==> config.mk <==
export PLATFORM = sky130hd
export DESIGN_NAME = css_escape_serializer
export DESIGN_NICKNAME = d
export VERILOG_FILES = /design/src/rtl/ces_pkg.sv /design/src/rtl/ces_front.sv /design/src/rtl/ces_queue.sv /design/src/rtl/ces_back.sv /design/src/rtl/css_escape_serializer.sv
export VERILOG_INCLUDE_DIRS = /design/src /design/src/rtl
export SDC_FILE = /design/constraint.sdc
export NUM_CORES = 1
export LEC_CHECK = 0
export BUFFER_PORTS_ARGS = -buffer_cell sky130_fd_sc_hd__buf_2
export CORE_MARGIN = 1.5
export CORE_UTILIZATION = 62
export CTS_CLUSTER_SIZE = 25
export DETAILED_ROUTE_END_ITERATION = 7
export PLACE_DENSITY = 0.79
export SLEW_MARGIN = 25
export SYNTH_ARGS = -nofsm -noshare
export SYNTH_HDL_FRONTEND = slang
export SYNTH_HIERARCHICAL = 1
export SYNTH_SLANG_ARGS = --single-unit
==> constraint.sdc <==
create_clock -name clk -period 8 [get_ports clk]
set_input_delay 0.8 -clock clk [delete_from_list [all_inputs] [get_ports clk]]
set_output_delay 0.8 -clock clk [all_outputs]
set_load 0.02 [all_outputs]
==> src/rtl/css_escape_serializer_defines.svh <==
// Assertion macros for the CSS escape serializer.
// Included by the top level; relies on clk and rst in the including scope.
`ifndef CSS_ESCAPE_SERIALIZER_DEFINES_SVH
`define CSS_ESCAPE_SERIALIZER_DEFINES_SVH

// Same-cycle implication, disabled during reset
`define CES_ASSERT_NOW(label, ante, cons, msg) \
  label: assert property (@(posedge clk) disable iff (rst) (ante) |-> (cons)) \
    else $error(msg);

// Next-cycle implication, disabled during reset
`define CES_ASSERT_NEXT(label, ante, cons, msg) \
  label: assert property (@(posedge clk) disable iff (rst) (ante) |=> (cons)) \
    else $error(msg);

`endif

==> src/rtl/ces_pkg.sv <==
// Shared types and constants for the CSS escape serializer.
// Used by the front end, the request queue, the back end and the top level.
`default_nettype none

package ces_pkg;

  localparam int UNIT_W          = 16;
  localparam int MAX_UNITS       = 6;
  localparam int CNT_W           = 3;
  localparam int QUEUE_DEPTH_DEF = 4;

  // Configuration register indexes
  typedef enum logic {
    REG_IDENT_MODE = 1'b0,
    REG_QUOTE_APOS = 1'b1
  } ces_reg_t;

  // Characters that the escaper emits or tests
  localparam logic [UNIT_W-1:0] CH_NUL    = 16'h0000;
  localparam logic [UNIT_W-1:0] CH_SPACE  = 16'h0020;
  localparam logic [UNIT_W-1:0] CH_DQUOTE = 16'h0022;
  localparam logic [UNIT_W-1:0] CH_APOS   = 16'h0027;
  localparam logic [UNIT_W-1:0] CH_DASH   = 16'h002D;
  localparam logic [UNIT_W-1:0] CH_BSLASH = 16'h005C;
  localparam logic [UNIT_W-1:0] CH_DEL    = 16'h007F;
  localparam logic [UNIT_W-1:0] CH_REPL   = 16'hFFFD;

  // One classified request: the escaped units it expands to
  typedef struct packed {
    logic [MAX_UNITS-1:0][UNIT_W-1:0] units;
    logic [CNT_W-1:0]                 cnt;
    logic                             done;
  } ces_desc_t;

  typedef struct packed {
    logic      valid;
    ces_desc_t desc;
  } ces_push_t;

  typedef struct packed {
    logic full;
    logic empty;
  } ces_qstat_t;

endpackage

`default_nettype wire

==> src/rtl/ces_front.sv <==
// Front end: holds configuration and string state, classifies each request
// into its list of escaped units. Depends on ces_pkg.
`default_nettype none

module ces_front import ces_pkg::*; (
  input  wire logic              clk,
  input  wire logic              rst,
  input  wire logic              wr_en,
  input  wire logic              wr_index,
  input  wire logic              wr_data,
  input  wire logic              in_valid,
  input  wire logic [UNIT_W-1:0] code_unit,
  input  wire logic              string_last,
  input  wire logic              empty_string,
  input  wire ces_qstat_t        q_status,
  output logic                   in_stall,
  output ces_push_t              push_req
);

  logic ident_mode;
  logic quote_apostrophe;
  logic at_string_start;
  logic after_leading_dash;
  logic at_string_start_next;
  logic after_leading_dash_next;

  logic              accept;
  logic [UNIT_W-1:0] quote;
  logic              is_digit;
  logic              is_ctrl;
  logic              is_ident_ascii;
  logic              pre_q;
  logic              numeric;
  logic              bs;
  logic              emit_ch;
  logic [UNIT_W-1:0] ch;
  logic              suf_q;
  logic              eff_last;
  logic [CNT_W-1:0]  n;
  logic [MAX_UNITS-1:0][UNIT_W-1:0] units;

  function automatic logic [UNIT_W-1:0] hex_digit(input logic [3:0] v);
    if (v < 4'd10) begin
      return UNIT_W'(16'h0030 + {12'h000, v});
    end
    return UNIT_W'(16'h0057 + {12'h000, v});
  endfunction

  assign in_stall = q_status.full;
  assign accept   = in_valid && !in_stall;
  assign quote    = quote_apostrophe ? CH_APOS : CH_DQUOTE;

  // Character classes
  always_comb begin
    is_digit = (code_unit >= 16'h0030) && (code_unit <= 16'h0039);
    is_ctrl  = (code_unit < CH_SPACE) || (code_unit == CH_DEL);
    is_ident_ascii = (code_unit == 16'h005F) || (code_unit == CH_DASH) || is_digit ||
                     ((code_unit >= 16'h0041) && (code_unit <= 16'h005A)) ||
                     ((code_unit >= 16'h0061) && (code_unit <= 16'h007A));
  end

  // Decide which pieces this request emits, and the next string state
  always_comb begin
    pre_q    = 1'b0;
    numeric  = 1'b0;
    bs       = 1'b0;
    emit_ch  = 1'b0;
    ch       = code_unit;
    suf_q    = 1'b0;
    eff_last = string_last || empty_string;
    at_string_start_next    = at_string_start;
    after_leading_dash_next = after_leading_dash;
    if (empty_string) begin
      if (!ident_mode) begin
        pre_q = at_string_start;
        suf_q = 1'b1;
      end
    end else if (!ident_mode) begin
      after_leading_dash_next = 1'b0;
      pre_q = at_string_start;
      if (is_ctrl) begin
        numeric = 1'b1;
      end else begin
        bs = (code_unit == CH_DQUOTE) || (code_unit == CH_APOS) ||
             (code_unit == CH_BSLASH);
        emit_ch = 1'b1;
      end
      suf_q = string_last;
    end else begin
      if (after_leading_dash && !at_string_start) begin
        after_leading_dash_next = 1'b0;
      end
      if (at_string_start && (code_unit == CH_DASH)) begin
        emit_ch = 1'b1;
        if (string_last) begin
          bs = 1'b1;
        end else begin
          after_leading_dash_next = 1'b1;
        end
      end else if ((at_string_start || after_leading_dash) && is_digit) begin
        numeric = 1'b1;
      end else if (code_unit == CH_NUL) begin
        emit_ch = 1'b1;
        ch      = CH_REPL;
      end else if (is_ctrl) begin
        numeric = 1'b1;
      end else begin
        bs      = (code_unit < CH_DEL) && !is_ident_ascii;
        emit_ch = 1'b1;
      end
    end
    if (!empty_string) begin
      at_string_start_next = 1'b0;
    end
    if (eff_last) begin
      at_string_start_next    = 1'b1;
      after_leading_dash_next = 1'b0;
    end
  end

  // Pack the pieces into consecutive unit slots
  always_comb begin
    units = '0;
    n     = '0;
    if (pre_q) begin
      units[n] = quote;
      n = n + 1'b1;
    end
    if (numeric) begin
      units[n] = CH_BSLASH;
      n = n + 1'b1;
      if (code_unit[6:4] != 3'd0) begin
        units[n] = hex_digit(code_unit[7:4]);
        n = n + 1'b1;
      end
      units[n] = hex_digit(code_unit[3:0]);
      n = n + 1'b1;
      units[n] = CH_SPACE;
      n = n + 1'b1;
    end
    if (bs) begin
      units[n] = CH_BSLASH;
      n = n + 1'b1;
    end
    if (emit_ch) begin
      units[n] = ch;
      n = n + 1'b1;
    end
    if (suf_q) begin
      units[n] = quote;
      n = n + 1'b1;
    end
  end

  // Drop requests that expand to nothing
  always_comb begin
    push_req.valid      = accept && (n != '0);
    push_req.desc.units = units;
    push_req.desc.cnt   = n;
    push_req.desc.done  = eff_last;
  end

  // Hold configuration and string state
  always_ff @(posedge clk) begin
    if (rst) begin
      ident_mode         <= 1'b0;
      quote_apostrophe   <= 1'b0;
      at_string_start    <= 1'b1;
      after_leading_dash <= 1'b0;
    end else begin
      if (wr_en) begin
        case (wr_index)
          REG_IDENT_MODE: ident_mode       <= wr_data;
          REG_QUOTE_APOS: quote_apostrophe <= wr_data;
          default: ;
        endcase
      end
      if (accept) begin
        at_string_start    <= at_string_start_next;
        after_leading_dash <= after_leading_dash_next;
      end
    end
  end

endmodule

`default_nettype wire

==> src/rtl/ces_queue.sv <==
// Request queue between front and back end: a small circular buffer.
// Depends on ces_pkg for the request type.
`default_nettype none

module ces_queue import ces_pkg::*; #(
  parameter int DEPTH = QUEUE_DEPTH_DEF
) (
  input  wire logic       clk,
  input  wire logic       rst,
  input  wire ces_push_t  push_req,
  input  wire logic       pop,
  output ces_desc_t       head,
  output ces_qstat_t      q_status
);

  localparam int PTR_W = (DEPTH > 1) ? $clog2(DEPTH) : 1;
  localparam int CNT_W2 = $clog2(DEPTH + 1);

  ces_desc_t          mem [DEPTH];
  logic [PTR_W-1:0]   wr_ptr;
  logic [PTR_W-1:0]   rd_ptr;
  logic [CNT_W2-1:0]  count;

  assign head           = mem[rd_ptr];
  assign q_status.full  = (count == CNT_W2'(DEPTH));
  assign q_status.empty = (count == '0);

  // Store pushed requests
  always_ff @(posedge clk) begin
    if (push_req.valid) begin
      mem[wr_ptr] <= push_req.desc;
    end
  end

  // Advance pointers and occupancy
  always_ff @(posedge clk) begin
    if (rst) begin
      wr_ptr <= '0;
      rd_ptr <= '0;
      count  <= '0;
    end else begin
      if (push_req.valid) begin
        wr_ptr <= (wr_ptr == PTR_W'(DEPTH - 1)) ? '0 : wr_ptr + 1'b1;
      end
      if (pop) begin
        rd_ptr <= (rd_ptr == PTR_W'(DEPTH - 1)) ? '0 : rd_ptr + 1'b1;
      end
      if (push_req.valid && !pop) begin
        count <= count + 1'b1;
      end else if (pop && !push_req.valid) begin
        count <= count - 1'b1;
      end
    end
  end

endmodule

`default_nettype wire

==> src/rtl/ces_back.sv <==
// Back end: walks the head request one unit per cycle, while the output is not
// stalled, into the output register. Depends on ces_pkg.
`default_nettype none

module ces_back import ces_pkg::*; (
  input  wire logic              clk,
  input  wire logic              rst,
  input  wire ces_desc_t         head,
  input  wire ces_qstat_t        q_status,
  input  wire logic              out_stall,
  output logic                   pop,
  output logic                   out_valid,
  output logic [UNIT_W-1:0]      out_unit,
  output logic                   run_last,
  output logic                   text_done
);

  logic [CNT_W-1:0] idx;
  logic             load;
  logic             final_unit;

  assign load       = !q_status.empty && (!out_valid || !out_stall);
  assign final_unit = ((idx + 1'b1) == head.cnt);
  assign pop        = load && final_unit;

  // Advance the unit index within the head request
  always_ff @(posedge clk) begin
    if (rst) begin
      idx       <= '0;
      out_valid <= 1'b0;
    end else begin
      if (load) begin
        idx <= final_unit ? '0 : idx + 1'b1;
      end
      if (load) begin
        out_valid <= 1'b1;
      end else if (!out_stall) begin
        out_valid <= 1'b0;
      end
    end
  end

  // Load the output register
  always_ff @(posedge clk) begin
    if (load) begin
      out_unit  <= head.units[idx];
      run_last  <= final_unit;
      text_done <= final_unit && head.done;
    end
  end

endmodule

`default_nettype wire

==> src/rtl/css_escape_serializer.sv <==
// CSS escape serializer: takes one UTF-16 code unit per request and emits its
// escaped CSS form (quoted string or identifier, chosen by ident_mode) one unit
// per output request. The front end accepts one request per cycle while the
// QUEUE_DEPTH-entry request queue has room; the back end emits one unit per
// cycle while out_stall does not hold it, and a request expands to 1 to 6 units
// (a plain character 1, a control escaped with quotes up to 6). Requests that
// expand to nothing (empty string in identifier mode) are accepted but not
// queued. run_last marks the last unit of each request, text_done the last
// unit of the whole escaped string. The first unit of a request passes through
// the request queue and then the output register before it is presented.
`default_nettype none
`include "css_escape_serializer_defines.svh"

module css_escape_serializer import ces_pkg::*; #(
  parameter int QUEUE_DEPTH = QUEUE_DEPTH_DEF
) (
  input  wire logic              clk,
  input  wire logic              rst,
  input  wire logic              wr_en,
  input  wire logic              wr_index,
  input  wire logic              wr_data,
  input  wire logic              in_valid,
  output logic                   in_stall,
  input  wire logic [UNIT_W-1:0] code_unit,
  input  wire logic              string_last,
  input  wire logic              empty_string,
  output logic                   out_valid,
  input  wire logic              out_stall,
  output logic [UNIT_W-1:0]      out_unit,
  output logic                   run_last,
  output logic                   text_done
);

  ces_push_t  push_req;
  ces_qstat_t q_status;
  ces_desc_t  head;
  logic       pop;

  ces_front u_front (
    .clk          (clk),
    .rst          (rst),
    .wr_en        (wr_en),
    .wr_index     (wr_index),
    .wr_data      (wr_data),
    .in_valid     (in_valid),
    .code_unit    (code_unit),
    .string_last  (string_last),
    .empty_string (empty_string),
    .q_status     (q_status),
    .in_stall     (in_stall),
    .push_req     (push_req)
  );

  ces_queue #(
    .DEPTH (QUEUE_DEPTH)
  ) u_queue (
    .clk      (clk),
    .rst      (rst),
    .push_req (push_req),
    .pop      (pop),
    .head     (head),
    .q_status (q_status)
  );

  ces_back u_back (
    .clk       (clk),
    .rst       (rst),
    .head      (head),
    .q_status  (q_status),
    .out_stall (out_stall),
    .pop       (pop),
    .out_valid (out_valid),
    .out_unit  (out_unit),
    .run_last  (run_last),
    .text_done (text_done)
  );

  // Queue never overflows, never underflows, end of text closes a request, and a push shows in the queue status
  `CES_ASSERT_NOW(a_no_overflow, push_req.valid, !q_status.full, "queue push while full")
  `CES_ASSERT_NOW(a_no_underflow, pop, !q_status.empty, "queue pop while empty")
  `CES_ASSERT_NOW(a_done_is_last, out_valid && text_done, run_last, "text_done without run_last")
  `CES_ASSERT_NEXT(a_fill_shows, push_req.valid, !q_status.empty, "pushed request not visible")

endmodule

`default_nettype wire
==> metrics.md <==
| Metric | Value |
|---|---|
| FF-to-FF path depth | 15 |
| Detail Placement HPWL | 23700 µm |
| Overall power | 6210 µW |
| Die area | 0.0319 mm² |
| Critical path class | input pin to flip-flop |
| Yosys reg bits | 435 |
| Placed insts | 1493 |
| Largest net degree at the start of global routing | 52 |
| CP endpoint kind | flip-flop |
| Hold path cells | 2 |
| I/O Pins | 45 |
| Row cnt | 64 |
| Reg2reg setup slack | 2.29 ns |
| H-tree depth | 2 |
| Wire per inst | 25.1 µm |
| Finish-stage setup viols | 0 |
| Root Driver | clkbuf_16 |
| Vias per inst | 6.48 |
| M3 GR Usage | 5.12% |
| DIE HEIGHT | 179 µm |
| Layout cells sized above 1 | 22.0% |
| # port buffers | 44 |
| Rel. slew slack | 27.5% |
| Max-slew violation count | 0 |
| Via count | 10.2k |
| Final Instance Count excl. Fillers | 1569 |
| CTS Buf Count | 42 |
| CP delay by family, top | simple AND/OR/NAND/NOR gates |
| Area growth, synth to finish | 8.30% |
| Library cells used by synthesis | 77 |
| Met2 usage in global routing | 42.1% |
| Period Utilization, post-route | 75.4% |
| Final Util | 67.9% |
| DR pass1 iterations | 5 |
| WP data arrival | 6.24 ns |
| Initial core utilization | 62.7% |
| CP startpoint | code_unit[12] |
| CP max stage cell | nor4_1 |
| Cell count along the critical path | 17 |
| Clock Latency Late Sink | 0.53 ns |
| Status | finished, final reports clean |
| CP startpoint kind | input pin |
| Cts repair resizes | 0 |
| Largest stage delay, worst path | 0.89 ns |
| GRT Total Usage | 25.8% |
| CTS tree | done |
| Hold crit path type | flip-flop to flip-flop |
| Post-synthesis sequential area ratio | 67.4% |
| R2r startpoint | u_front/ident_mode |
| Total wire length | 39300 µm |
| # hold bufs at CTS | 0 |
| Post-placement setup slack | 1.51 ns |
| Setup ws final | 1.97 ns |
| Synth Instances | 1087 |
| FF-to-FF End | u_queue/mem[1][51] |
| Final ANT Viol Nets | 0 |
| Met1 usage | 35.3% |
| Initial antenna violation count | 0 |
| Slew @ Worst Pin | 1.09 ns |
| Average size of a mapped cell | 17.6 µm² |
| Max_cap viols | 0 |
| Initial DRC count | 1057 |
| Number of global-route vias before repair | 10.2k |
| Commonest non-fill, non-tap cell in the layout | edfxtp_1 |
| GR peak layer | met2 |
| Nets | 1190 |
| Clock transition at the registers of the reported paths | 0.06 ns |
| Max clock buf depth | 3 |
| Peak supply drop | 0.000220 V |
| Pwr dens | 300 mW/mm² |
| Core Region | 0.0305 mm² |
| Post-synth top flop | edfxtp_1 |
| Drt drc | 0 |
| Unrepaired setup endpoints after global routing | false |
| Final hold viol count | 0 |
| First-pass GRT wire length | 60400 µm |
| Critical-path cell list | buf_2, nor4_1, nand2_1, a31oi_1, nand3_1, o21ai_0, ha_1, o21ai_0, a21oi_2, ha_1, nand2_1, mux2i_4, a21oi_1, nor4_1, buf_4, and2_4, buf_4 |
| Grt ovf | 0 |
| Mapped cell area | 0.0191 mm² |
| Sink Count | 435 |
| Worst path bufs/invs | 3 |
| Yosys warnings | 6 |
| Highest clock rate | 166 MHz |
| Static Leak | 0.00685 µW |
| Min Tclk post-route | 6.03 ns |
| Async S/R FF share, synth | 0% |
| Most frequent cells in the layout | edfxtp_1 (418), mux4_2 (110), nor2_1 (72) |
| Width of the die | 179 µm |
| Setup_tns | 0 ns |
| Placer Congestion | 0.943 |
| N_diodes | 0 |
| Post-synth EDFFs | 418 |
| Worst Skew | 0.0127 ns |
| Crit path required time | 8.21 ns |
| Crit-path max FO | 41 |
| Post-CTS Setup Inserts | 0 |
| Setup crit end | u_queue/mem[1][51] |
-- power breakdown --
group	switching (µW)	internal [µW]	total, µW
Sequential	110	2840	2950
Combinational	832	631	1460
Clock	806	991	1800
-- final cells by class --
class | count | area (µm²)
flip-flops and latches | 435 | 12900
repair buffers | 62 | 405
clock buffers | 54 | 1120
inverters | 37 | 139
fillers | 1943 | 9800
multi-input cells | 563 | 5530
clock inverters | 22 | 121
well taps | 396 | 495
-- metal layers --
metal	vias to the layer above	part of all wire, %
li1	4404	-
met1	5177	39
met2	487	50
met3	99	8.1
met4	0	3.4
met5	-	0
-- stage by stage --
step	hold WS, ns	instance area (µm²)
2_1_floorplan	0.460	19200
3_3_place_gp	0.464	19500
3_5_place_dp	0.472	19500
4_1_cts	0.480	20700
5_1_grt	0.532	20700
6_report	0.480	20700
-- logic make-up after synthesis --
family	after synthesis	share of synthesized area (%)
compound gates	143	5.14
xor+xnor	10	0.635
fa+ha+maj	25	1.66
buf+inv	124	4.48
flops	435	67.4
mux	142	15.2
other cells	1	0.0196
simple gates	207	5.40
-- how the worst min path moves through the flow --
stage	slack [ns]	end	from
detailed placement	0.47	u_back/out_valid	u_back/out_valid
floorplan	0.46	u_queue/count[2]	u_queue/count[2]
global placement	0.46	u_back/out_valid	u_back/out_valid
CTS	0.48	u_back/out_valid	u_back/out_valid
finish	0.48	u_back/out_valid	u_back/out_valid
global route	0.53	u_queue/count[2]	u_queue/count[2]
-- worst reg2reg max path, delay by kind of cell (launching register included) --
kind                       cells  cell delay [ns]
AOI/OAI and AO/OA              4             0.88
buffers and inverters          3             0.92
DFF                            1             0.52
muxes                          1             0.35
and+or+nand+nor                4             1.46
adders and majority gates      3             1.26
-- synthesized netlist by cell type (5+ instances only) --
cell type  count  area, µm²
edfxtp_1     418      12600
mux4_2       110       2480
nor2_1        72        270
nand2_1       42        158
buf_4         41        308
inv_1         37        139
a21oi_1       29        145
o22ai_1       25        156
ha_1          23        288
o21ai_0       23        115
mux2i_1       22        220
nand3_1       19       95.1
dfxtp_1       17        340
buf_2         16       80.1
o211ai_1      14        105
clkbuf_1      13       48.8
buf_12        12        240
a31oi_1       11       68.8
and2_1        11       68.8
nor3_1        11       55.1
nand2b_1       9       56.3
a22oi_1        7       52.6
mux4_1         6        158
or3_1          6       37.5
nor4_1         5       31.3
-- sequential cells by signal, summed over array words and instances (netlist names), named ones only --
name and cells:
u_front/ident_mode 1, u_front/quote_apostrophe 1, u_back/text_done 1, u_front/after_leading_dash 1, u_back/run_last 1, u_queue/rd_ptr 2
u_front/at_string_start 1, u_queue/mem 400, u_back/idx 3, u_queue/count 3, u_back/out_valid 1, u_queue/wr_ptr 2
u_back/out_unit 16
Note: power is estimated with default switching activity, not from simulation.
